[src/rtl/rfg_pkg.sv]
// Types, register indexes and the square-root step for the texel generator
package rfg_pkg;

  localparam logic [1:0] REG_MODE   = 2'd0;
  localparam logic [1:0] REG_RADIUS = 2'd1;
  localparam logic [1:0] REG_WIDTH  = 2'd2;
  localparam logic [1:0] REG_HEIGHT = 2'd3;

  localparam int SQRT_STAGES = 8;
  localparam int DIV_STAGES  = 4;

  // tag travelling beside the root pipeline
  typedef struct packed {
    logic        valid;
    logic        in_disc;
    logic [15:0] d2;
  } rfg_tag_t;

  typedef struct packed {
    logic [17:0] rem;
    logic [15:0] root;
  } rfg_sqrt_t;

  // one digit of the restoring square root: two radicand bits in, one root bit out
  function automatic rfg_sqrt_t sqrt_iter(rfg_sqrt_t cur, logic [1:0] two);
    logic [19:0] r;
    logic [19:0] trial;
    rfg_sqrt_t   res;
    r     = {cur.rem, two};
    trial = {2'b00, cur.root, 2'b01};
    if (r >= trial) begin
      r        = r - trial;
      res.root = {cur.root[14:0], 1'b1};
    end else begin
      res.root = {cur.root[14:0], 1'b0};
    end
    res.rem = r[17:0];
    return res;
  endfunction

endpackage

[src/rtl/rfg_sqrt_pipe.sv]
// Pipelined integer square root of d2*65536, two root bits per stage
module rfg_sqrt_pipe
  import rfg_pkg::*;
(
  input  logic        clk,
  input  logic        rst_n,
  input  logic        adv,
  input  rfg_tag_t    tag_i,
  output rfg_tag_t    tag_o,
  output logic [15:0] root_o
);

  rfg_tag_t  tag_s [0:SQRT_STAGES];
  rfg_sqrt_t val_s [0:SQRT_STAGES];

  assign tag_s[0] = tag_i;
  assign val_s[0] = '0;

  genvar k;
  generate
    for (k = 0; k < SQRT_STAGES; k++) begin : g_stage
      rfg_tag_t  tag_r;
      rfg_sqrt_t val_r;
      rfg_sqrt_t val_nxt;
      logic [1:0] hi_bits;
      logic [1:0] lo_bits;

      // radicand is d2 followed by 16 zero bits
      if (k < SQRT_STAGES / 2) begin : g_bits
        assign hi_bits = tag_s[k].d2[15-4*k -: 2];
        assign lo_bits = tag_s[k].d2[13-4*k -: 2];
      end else begin : g_zero
        assign hi_bits = 2'b00;
        assign lo_bits = 2'b00;
      end

      always_comb begin
        val_nxt = sqrt_iter(sqrt_iter(val_s[k], hi_bits), lo_bits);
      end

      always_ff @(posedge clk) begin
        if (!rst_n) begin
          tag_r.valid <= 1'b0;
        end else if (adv) begin
          tag_r.valid <= tag_s[k].valid;
        end
        if (adv) begin
          tag_r.in_disc <= tag_s[k].in_disc;
          tag_r.d2      <= tag_s[k].d2;
          val_r         <= val_nxt;
        end
      end

      assign tag_s[k+1] = tag_r;
      assign val_s[k+1] = val_r;
    end
  endgenerate

  assign tag_o  = tag_s[SQRT_STAGES];
  assign root_o = val_s[SQRT_STAGES].root;

endmodule

[src/rtl/radial_falloff_texel_generator_core.sv]
// Top level of the radial falloff texel generator
//
//  channel | ports            | word
//  --------+------------------+---------------------------------
//  in      | in_t*            | pixel_x [11:0], pixel_y [23:12]
//  out     | out_t*           | texel [31:0]
//  cfg     | cfg_p* (APB)     | mode, radius, width, height
//
// One word per clock sustained while out_tready holds; words pass through the
// root and quotient pipelines. All stages advance together when the output
// register is empty or being taken. Reset clears valid bits and loads register
// defaults; a stall freezes every stage.
module radial_falloff_texel_generator_core
  import rfg_pkg::*;
#(
  parameter int MAX_DIM = 4096
) (
  input  logic        clk,
  input  logic        rst_n,
  input  logic        in_tvalid,
  output logic        in_tready,
  input  logic [23:0] in_tdata,   // pixel_x [11:0], pixel_y [23:12]
  output logic        out_tvalid,
  input  logic        out_tready,
  output logic [31:0] out_tdata,  // texel [31:0]
  input  logic        cfg_psel,
  input  logic        cfg_penable,
  input  logic        cfg_pwrite,
  input  logic [3:0]  cfg_paddr,
  input  logic [31:0] cfg_pwdata,
  output logic [31:0] cfg_prdata,
  output logic        cfg_pready
);

  logic        mode_r;
  logic [7:0]  radius_r;
  logic [12:0] width_r;
  logic [12:0] height_r;
  logic [1:0]  reg_idx;

  assign reg_idx    = cfg_paddr[3:2];
  assign cfg_pready = 1'b1;

  always_ff @(posedge clk) begin
    if (!rst_n) begin
      mode_r   <= 1'b0;
      radius_r <= 8'd64;
      width_r  <= 13'd256;
      height_r <= 13'd256;
    end else if (cfg_psel && cfg_penable && cfg_pwrite) begin
      case (reg_idx)
        REG_MODE:   mode_r   <= cfg_pwdata[0];
        REG_RADIUS: radius_r <= cfg_pwdata[7:0];
        REG_WIDTH:  width_r  <= cfg_pwdata[12:0];
        REG_HEIGHT: height_r <= cfg_pwdata[12:0];
        default: ;
      endcase
    end
  end

  always_comb begin
    case (reg_idx)
      REG_MODE:   cfg_prdata = {31'd0, mode_r};
      REG_RADIUS: cfg_prdata = {24'd0, radius_r};
      REG_WIDTH:  cfg_prdata = {19'd0, width_r};
      REG_HEIGHT: cfg_prdata = {19'd0, height_r};
      default:    cfg_prdata = '0;
    endcase
  end

  // centers, with oversized dimensions clamped
  logic [11:0] cx;
  logic [11:0] cy;
  logic [15:0] ss;
  assign cx = (32'(width_r) > MAX_DIM) ? 12'(MAX_DIM / 2) : width_r[12:1];
  assign cy = (32'(height_r) > MAX_DIM) ? 12'(MAX_DIM / 2) : height_r[12:1];
  assign ss = 16'(radius_r) * 16'(radius_r);

  logic adv;
  logic out_valid_r;
  assign adv       = !out_valid_r || out_tready;
  assign in_tready = adv;

  // stage 1: absolute offsets
  logic        v1_r;
  logic [11:0] adx_r, ady_r;
  logic [12:0] dx, dy;
  assign dx = {1'b0, in_tdata[11:0]} - {1'b0, cx};
  assign dy = {1'b0, in_tdata[23:12]} - {1'b0, cy};

  // stage 2: squares
  logic        v2_r;
  logic [23:0] sqx_r, sqy_r;

  // stage 3: distance and disc test
  rfg_tag_t    tag3_r;
  logic [24:0] d2;
  assign d2 = {1'b0, sqx_r} + {1'b0, sqy_r};

  always_ff @(posedge clk) begin
    if (!rst_n) begin
      v1_r         <= 1'b0;
      v2_r         <= 1'b0;
      tag3_r.valid <= 1'b0;
    end else if (adv) begin
      v1_r         <= in_tvalid;
      v2_r         <= v1_r;
      tag3_r.valid <= v2_r;
    end
    if (adv) begin
      adx_r          <= dx[12] ? 12'(-dx) : dx[11:0];
      ady_r          <= dy[12] ? 12'(-dy) : dy[11:0];
      sqx_r          <= 24'(adx_r) * 24'(adx_r);
      sqy_r          <= 24'(ady_r) * 24'(ady_r);
      tag3_r.in_disc <= (radius_r != 8'd0) && (d2 <= {9'd0, ss});
      tag3_r.d2      <= ((radius_r != 8'd0) && (d2 <= {9'd0, ss})) ? d2[15:0] : 16'd0;
    end
  end

  rfg_tag_t    tag_q;
  logic [15:0] root_q;

  rfg_sqrt_pipe u_sqrt (
    .clk    (clk),
    .rst_n  (rst_n),
    .adv    (adv),
    .tag_i  (tag3_r),
    .tag_o  (tag_q),
    .root_o (root_q)
  );

  // square of the lens difference and the linear numerator
  logic        vd_r;
  logic        ind_r;
  logic [31:0] dsq_r;
  logic [23:0] num0_r;
  logic [15:0] ldiff;
  logic [15:0] lin;
  assign ldiff = {radius_r, 8'd0} - root_q;
  assign lin   = ss - tag_q.d2;

  // numerator select
  logic        vn_r;
  logic        inn_r;
  logic [39:0] num_r;
  logic [31:0] den;
  assign den = mode_r ? {ss, 16'd0} : {16'd0, ss};

  always_ff @(posedge clk) begin
    if (!rst_n) begin
      vd_r <= 1'b0;
      vn_r <= 1'b0;
    end else if (adv) begin
      vd_r <= tag_q.valid;
      vn_r <= vd_r;
    end
    if (adv) begin
      ind_r  <= tag_q.in_disc;
      dsq_r  <= 32'(ldiff) * 32'(ldiff);
      num0_r <= {lin, 8'd0} - {8'd0, lin};
      inn_r  <= ind_r;
      num_r  <= mode_r ? ({dsq_r, 8'd0} - {8'd0, dsq_r}) : {16'd0, num0_r};
    end
  end

  // restoring divider, two quotient bits per stage
  logic        dv_s  [0:DIV_STAGES];
  logic        din_s [0:DIV_STAGES];
  logic [39:0] rem_s [0:DIV_STAGES];
  logic [7:0]  quo_s [0:DIV_STAGES];

  assign dv_s[0]  = vn_r;
  assign din_s[0] = inn_r;
  assign rem_s[0] = num_r;
  assign quo_s[0] = 8'd0;

  genvar k;
  generate
    for (k = 0; k < DIV_STAGES; k++) begin : g_div
      logic        dv_r, din_r;
      logic [39:0] rem_r, rem_nxt;
      logic [7:0]  quo_r, quo_nxt;
      logic [39:0] r_mid;
      logic [39:0] dhi, dlo;
      assign dhi = {8'd0, den} << (7 - 2*k);
      assign dlo = {8'd0, den} << (6 - 2*k);

      always_comb begin
        quo_nxt = quo_s[k];
        r_mid   = rem_s[k];
        if (r_mid >= dhi) begin
          r_mid             = r_mid - dhi;
          quo_nxt[7 - 2*k]  = 1'b1;
        end
        rem_nxt = r_mid;
        if (r_mid >= dlo) begin
          rem_nxt           = r_mid - dlo;
          quo_nxt[6 - 2*k]  = 1'b1;
        end
      end

      always_ff @(posedge clk) begin
        if (!rst_n) begin
          dv_r <= 1'b0;
        end else if (adv) begin
          dv_r <= dv_s[k];
        end
        if (adv) begin
          din_r <= din_s[k];
          rem_r <= rem_nxt;
          quo_r <= quo_nxt;
        end
      end

      assign dv_s[k+1]  = dv_r;
      assign din_s[k+1] = din_r;
      assign rem_s[k+1] = rem_r;
      assign quo_s[k+1] = quo_r;
    end
  endgenerate

  // output register
  logic [31:0] texel_r;
  logic [7:0]  chan;
  assign chan = din_s[DIV_STAGES] ? quo_s[DIV_STAGES] : 8'd0;

  always_ff @(posedge clk) begin
    if (!rst_n) begin
      out_valid_r <= 1'b0;
    end else if (adv) begin
      out_valid_r <= dv_s[DIV_STAGES];
    end
    if (adv) begin
      texel_r <= {mode_r ? chan : 8'hFF, chan, chan, chan};
    end
  end

  assign out_tvalid = out_valid_r;
  assign out_tdata  = texel_r;

endmodule

[config.mk]
export PLATFORM = sky130hd
export DESIGN_NAME = radial_falloff_texel_generator_core
export DESIGN_NICKNAME = d
export VERILOG_FILES = /design/src/rtl/rfg_pkg.sv /design/src/rtl/rfg_sqrt_pipe.sv /design/src/rtl/radial_falloff_texel_generator_core.sv
export SDC_FILE = /design/constraint.sdc
export NUM_CORES = 2
export LEC_CHECK = 0
export BUFFER_PORTS_ARGS = -buffer_cell sky130_fd_sc_hd__buf_2
export CORE_MARGIN = 5
export CORE_UTILIZATION = 33
export CTS_CLUSTER_DIAMETER = 120
export DETAILED_ROUTE_END_ITERATION = 10
export PLACE_DENSITY = 0.48
export SETUP_SLACK_MARGIN = 0.5
export SLEW_MARGIN = 20
export SYNTH_ARGS = -nofsm -noshare
export SYNTH_HDL_FRONTEND = slang
export SYNTH_HIERARCHICAL = 1
export SYNTH_SLANG_ARGS = --single-unit
export TNS_END_PERCENT = 30
[constraint.sdc]
create_clock -name clk -period 33.5 [get_ports clk]
set_input_delay 6.7 -clock clk [delete_from_list [all_inputs] [get_ports clk]]
set_output_delay 6.7 -clock clk [all_outputs]
set_load 0.02 [all_outputs]
Yosys cells after proc, flatten, opt, wreduce, memory -nomap -nowiden
Index checks and enable logic that the tools add are counted.
{ "classes": {"addsub": 31, "multipliers": 4, "n_lt_le_gt_ge": 27, "eq_ne": 3, "mux": 48, "reduce_logical": 11} }
{ "op_table": {"columns": ["op", "n"], "rows": [
  ["$mux W40", 7],
  ["$mux W18", 15],
  ["$pmux W32 S4", 1],
  ["$mul A12 B12 Y24", 2],
  ["$mux W12", 4],
  ["$ge A40 B32 Y1", 1],
  ["$ge A40 B33 Y1", 1],
  ["$ge A40 B34 Y1", 1],
  ["$ge A40 B35 Y1", 1],
  ["$ge A40 B36 Y1", 1],
  ["$ge A40 B37 Y1", 1],
  ["$ge A40 B38 Y1", 1],
  ["$ge A40 B39 Y1", 1],
  ["$sub A40 B32 Y40", 1],
  ["$sub A40 B33 Y40", 1],
  ["$sub A40 B34 Y40", 1],
  ["$sub A40 B35 Y40", 1],
  ["$sub A40 B36 Y40", 1],
  ["$sub A40 B37 Y40", 1],
  ["$sub A40 B38 Y40", 1],
  ["$sub A40 B39 Y40", 1],
  ["$mul A16 B16 Y32", 1],
  ["$mux W32", 1],
  ["$sub A16 B16 Y16", 2],
  ["other kinds (49)", 75]
]} }
{ "word_totals": {"reg_bits": 750, "in_bits": 67, "elab_cells": 211} }

Longest topological paths before layout
{ "depth": {"ltp_word": 6, "ltp_mapped": 51} }

By module
The synthesis kept the hierarchy.
{ "by_module_without_submodules": {"columns": ["module", "n_inst", "cells_per_inst", "area_per_inst_um2", "seq_area_each_um2"], "rows": [
  ["radial_falloff_texel_generator_core", 1, 5526, 50005.5, 11230.8],
  ["rfg_sqrt_pipe", 1, 1701, 19183.4, 9859.5]
]} }

Least setup slack after synthesis
No wires, ideal clock.
{ "synth_path": {"kind": "input port to output port", "from": "input out_tready", "to": "output in_tready", "t_arrival_ns": 19.058, "t_required_ns": 26.800, "slack_ns": 7.742, "cell_stages": 2, "cell_sequence": "nor2b_1 > clkinv_1"} }
{ "synth_between": {"elab_chain_cells": 1} }
{ "synth_rtl": {"columns": ["item", "line", "source"], "rows": [
  ["start: declaration", "radial_falloff_texel_generator_core.sv:24", "input logic out_tready,"],
  ["$logic_or A1 B1 Y1", "radial_falloff_texel_generator_core.sv:81", "assign adv = !out_valid_r || out_tready;"],
  ["end: declaration", "radial_falloff_texel_generator_core.sv:21", "output logic in_tready,"]
]} }
No other way between the ends.

Final worst setup path
{ "layout_path": {"from": "input cfg_paddr[2]", "to": "output cfg_prdata[6]"} }
{ "layout_between": {"elab_chain_cells": 2, "word_cells_on_any_way": 5, "cone_classes": "eq/ne (3); mux (1); reduce/logical (1)"} }
{ "layout_rtl": {"columns": ["item", "line", "source"], "rows": [
  ["start: declaration", "radial_falloff_texel_generator_core.sv:29", "input logic [3:0] cfg_paddr,"],
  ["$eq A2 B2 Y1 (tied with other cells)", "radial_falloff_texel_generator_core.sv:62", "case (reg_idx)"],
  ["$pmux W32 S4 (*)", "radial_falloff_texel_generator_core.sv:62", null],
  ["end: declaration", "radial_falloff_texel_generator_core.sv:31", "output logic [31:0] cfg_prdata,"]
]} }
Every way passes the cells marked *; elsewhere a longest branch is shown, timed or not. The select of a mux whose other input is x is not followed.

==> flow_metrics.py <==
metrics = {
    "critical_path": {
        "required_ns": 26.80,
        "rr_worst_depth": 44,
        "crit_path_start_kind": "input pin",
        "regToRegEndpoint": "g_div[1].rem_r[33]",
        "rrSetupSlack_ns": 20.35,
        "crit_fanout": 18,
        "end_kind": "primary output",
        "cp.arrival_ns": 8.05,
        "timing.rr.start": "radius_r[4]",
        "worstSetupPathType": "input pin to primary output",
    },
    "synth": {
        "synth_top_cell_by_area": "edfxtp_1",
        "yosysTopAreaCellShare": 0.289,
        "yosysMostFrequentCell": "ha_1",
        "syn_area_um2": 69200,
        "ys_types": 128,
        "async_reset_ff_frac": 0,
        "synth_edf_count": 667,
        "synthTopCellsByCount": "738 x ha_1, 720 x inv_1, 667 x edfxtp_1",
        "yosys-top-cells-area": "edfxtp_1 29%, ha_1 13%, fa_1 10%",
        "ys.flop_type": "edfxtp_1",
        "yosys_register_bits": 720,
        "avgSynthCellArea_um2": 9.57,
        "seq_area_frac_synth": 0.305,
        "yosys_warnings": 6,
        "synth_cells": 7227,
    },
    "layout": {
        "nFillCells": 21100,
        "layout-drive-gt1-share": 0.0717,
        "nNetsFinal": 8428,
        "finalNonFillerCells": 10100,
        "area_growth_syn_to_layout_pct": 9.40,
        "fin_area_um2": 75700,
    },
    "status": {
        "status": "complete, no violations",
    },
    "floorplanning": {
        "die_w_um": 468,
        "rows": 168,
        "die-area_um2": 219000,
        "start_util": 0.331,
        "die_h_um": 468,
        "num_io_pins": 134,
        "core_area_um2": 209000,
    },
    "global_routing": {
        "gr-total-overflow": 0,
        "use_met3": 0.0186,
        "grt_pass1_wl_mm": 285,
        "grt_max_degree": 191,
        "grt_pass1_vias": 51200,
        "use_met2": 0.261,
        "antenna_found_initial": 5,
        "grtUsageTotal": 0.162,
        "grt.busiest_layer": "met2",
        "met1_usage": 0.234,
    },
    "timing": {
        "slew_headroom": 0.270,
        "slew_viol_final": 0,
        "rsz0062_at_grt": "false",
        "finalSetupViolations": 0,
        "finClkSkew_ns": 0.0638,
        "finalCritPeriodShare": 0.440,
        "max_freq_mhz": 67.8,
        "setup_ws_ns": 18.75,
        "timing.setup.tns_ns": 0,
        "hold_violations": 0,
        "period_minus_slack_ns": 14.75,
        "worst_slew_pin_slew_ns": 1.09,
    },
    "clock_tree": {
        "htreeDepth": 3,
        "clk_pin_slew_ns": 0.06,
        "clk_path_buf_depth": 3,
        "cts_tree": "yes",
        "post_cts_buffers": 0,
        "clk_latency_ns": 0.73,
        "ctsHoldBuffers": 0,
        "root_buffer": "clkbuf_16",
        "cts.sinks": 720,
        "cts_resized": 0,
        "cts-buffers-inserted": 90,
    },
    "min_path": {
        "hold_path_depth": 0,
        "holdCritStartpoint": "u_sqrt/g_stage[3].tag_r[15]",
        "hold_end": "u_sqrt/g_stage[4].tag_r[15]",
        "hp-class": "register to register",
    },
    "routing": {
        "post_drt_wl_per_cell_um": 17.8,
        "drtPass1Iterations": 6,
        "drt_wl_total_mm": 180,
        "postRouteAntennaNets": 0,
        "routed_via_density": 5.10,
        "drt_iter0_markers": 3342,
        "vias": 51800,
        "drc": 0,
    },
    "placed_design": {
        "dpl.cell_count": 9983,
        "place.gp.congestion": 0.865,
        "dp_slack_ns": 18.81,
        "postPlaceCellArea_um2": 72700,
        "dp_hpwl_mm": 143,
        "port_buffers": 92,
    },
    "run": {
        "cap_violations": 0,
    },
}
## worst max-delay path by stage
| stage | from | end | slack [ns] |
|---|---|---|---|
| global placement | cfg_paddr[2] | cfg_prdata[7] | 18.84 |
| floorplan | out_tready | in_tready | 7.74 |
| detailed placement | cfg_paddr[2] | cfg_prdata[6] | 18.81 |
| finish | cfg_paddr[2] | cfg_prdata[6] | 18.75 |
| CTS | cfg_paddr[2] | cfg_prdata[6] | 18.80 |
| global route | cfg_paddr[2] | cfg_prdata[6] | 18.69 |
## routing by layer
| layer | share of wire | vias up | wire (um) |
|---|---|---|---|
| li1 | - | 25600 | - |
| met1 | 0.49 | 25000 | 88100 |
| met2 | 0.45 | 957 | 81100 |
| met3 | 0.040 | 201 | 7280 |
| met4 | 0.021 | 2 | 3820 |
| met5 | 0.000044 | - | 8 |
## state kept, by name, indices dropped and copies added (netlist names), 20 cells and up
| register | cells |
|---|---|
| u_sqrt/g_stage.val_r | 171 |
| u_sqrt/g_stage.tag_r | 126 |
| g_div.rem_r | 120 |
| num_r | 40 |
| dsq_r | 31 |
| num0_r | 24 |
| sqx_r | 23 |
| sqy_r | 23 |
| g_div.quo_r | 20 |
## critical path, stage by stage
cell and delay, ns:
buf_2 0.36, nor2b_1 0.51, a22o_1 0.28, buf_2 0.18
## through the flow
| stage | util | hold slack (ns) |
|---|---|---|
| global route | 0.362 | 0.406 |
| finish | 0.362 | 0.392 |
| CTS | 0.362 | 0.391 |
| global placement | 0.347 | 0.401 |
| floorplan | - | 0.400 |
| detailed placement | 0.347 | 0.405 |
## layout make-up
type | instances | area (um^2) | area share
Clock buffer | 102 | 2310 | 0.0305
Clock inverter | 61 | 723 | 0.00955
Multi-Input combinational cell | 5573 | 44400 | 0.586
Inverter | 736 | 2780 | 0.0367
Sequential cell | 720 | 21100 | 0.279
Timing Repair Buffer | 149 | 913 | 0.0121
Tap cell | 2805 | 3510 | 0.0464
Antenna cell | 1 | 2.50 | 0.0000331
## cells by family (layout without fill, tap and decap cells)
logic type / count (synthesis) / after routing / synth area share
other: 3 / 23 / 0.000163
muxes: 188 / 188 / 0.0313
and+or+nand+nor: 2133 / 2133 / 0.153
AOI/OAI and AO/OA: 1595 / 1595 / 0.151
adders and majority gates: 1091 / 1091 / 0.236
buffers and inverters: 953 / 1048 / 0.0555
xor gates and xnor gates: 544 / 544 / 0.0689
DFF: 720 / 720 / 0.305
## layout by cell type (no fill, tap or decap), drive strengths merged, types with 149 or more instances in the layout
cell type / n
ha: 738
inv: 730
edfxtp: 667
nand2: 592
nor2: 534
a21oi: 474
xnor2: 358
fa: 353
o21ai: 310
xor2: 186
a21o: 185
and2: 170
buf: 149
Power is not shown: default switching activity piles up to over one toggle a cycle in this logic, so the estimate is an artifact.
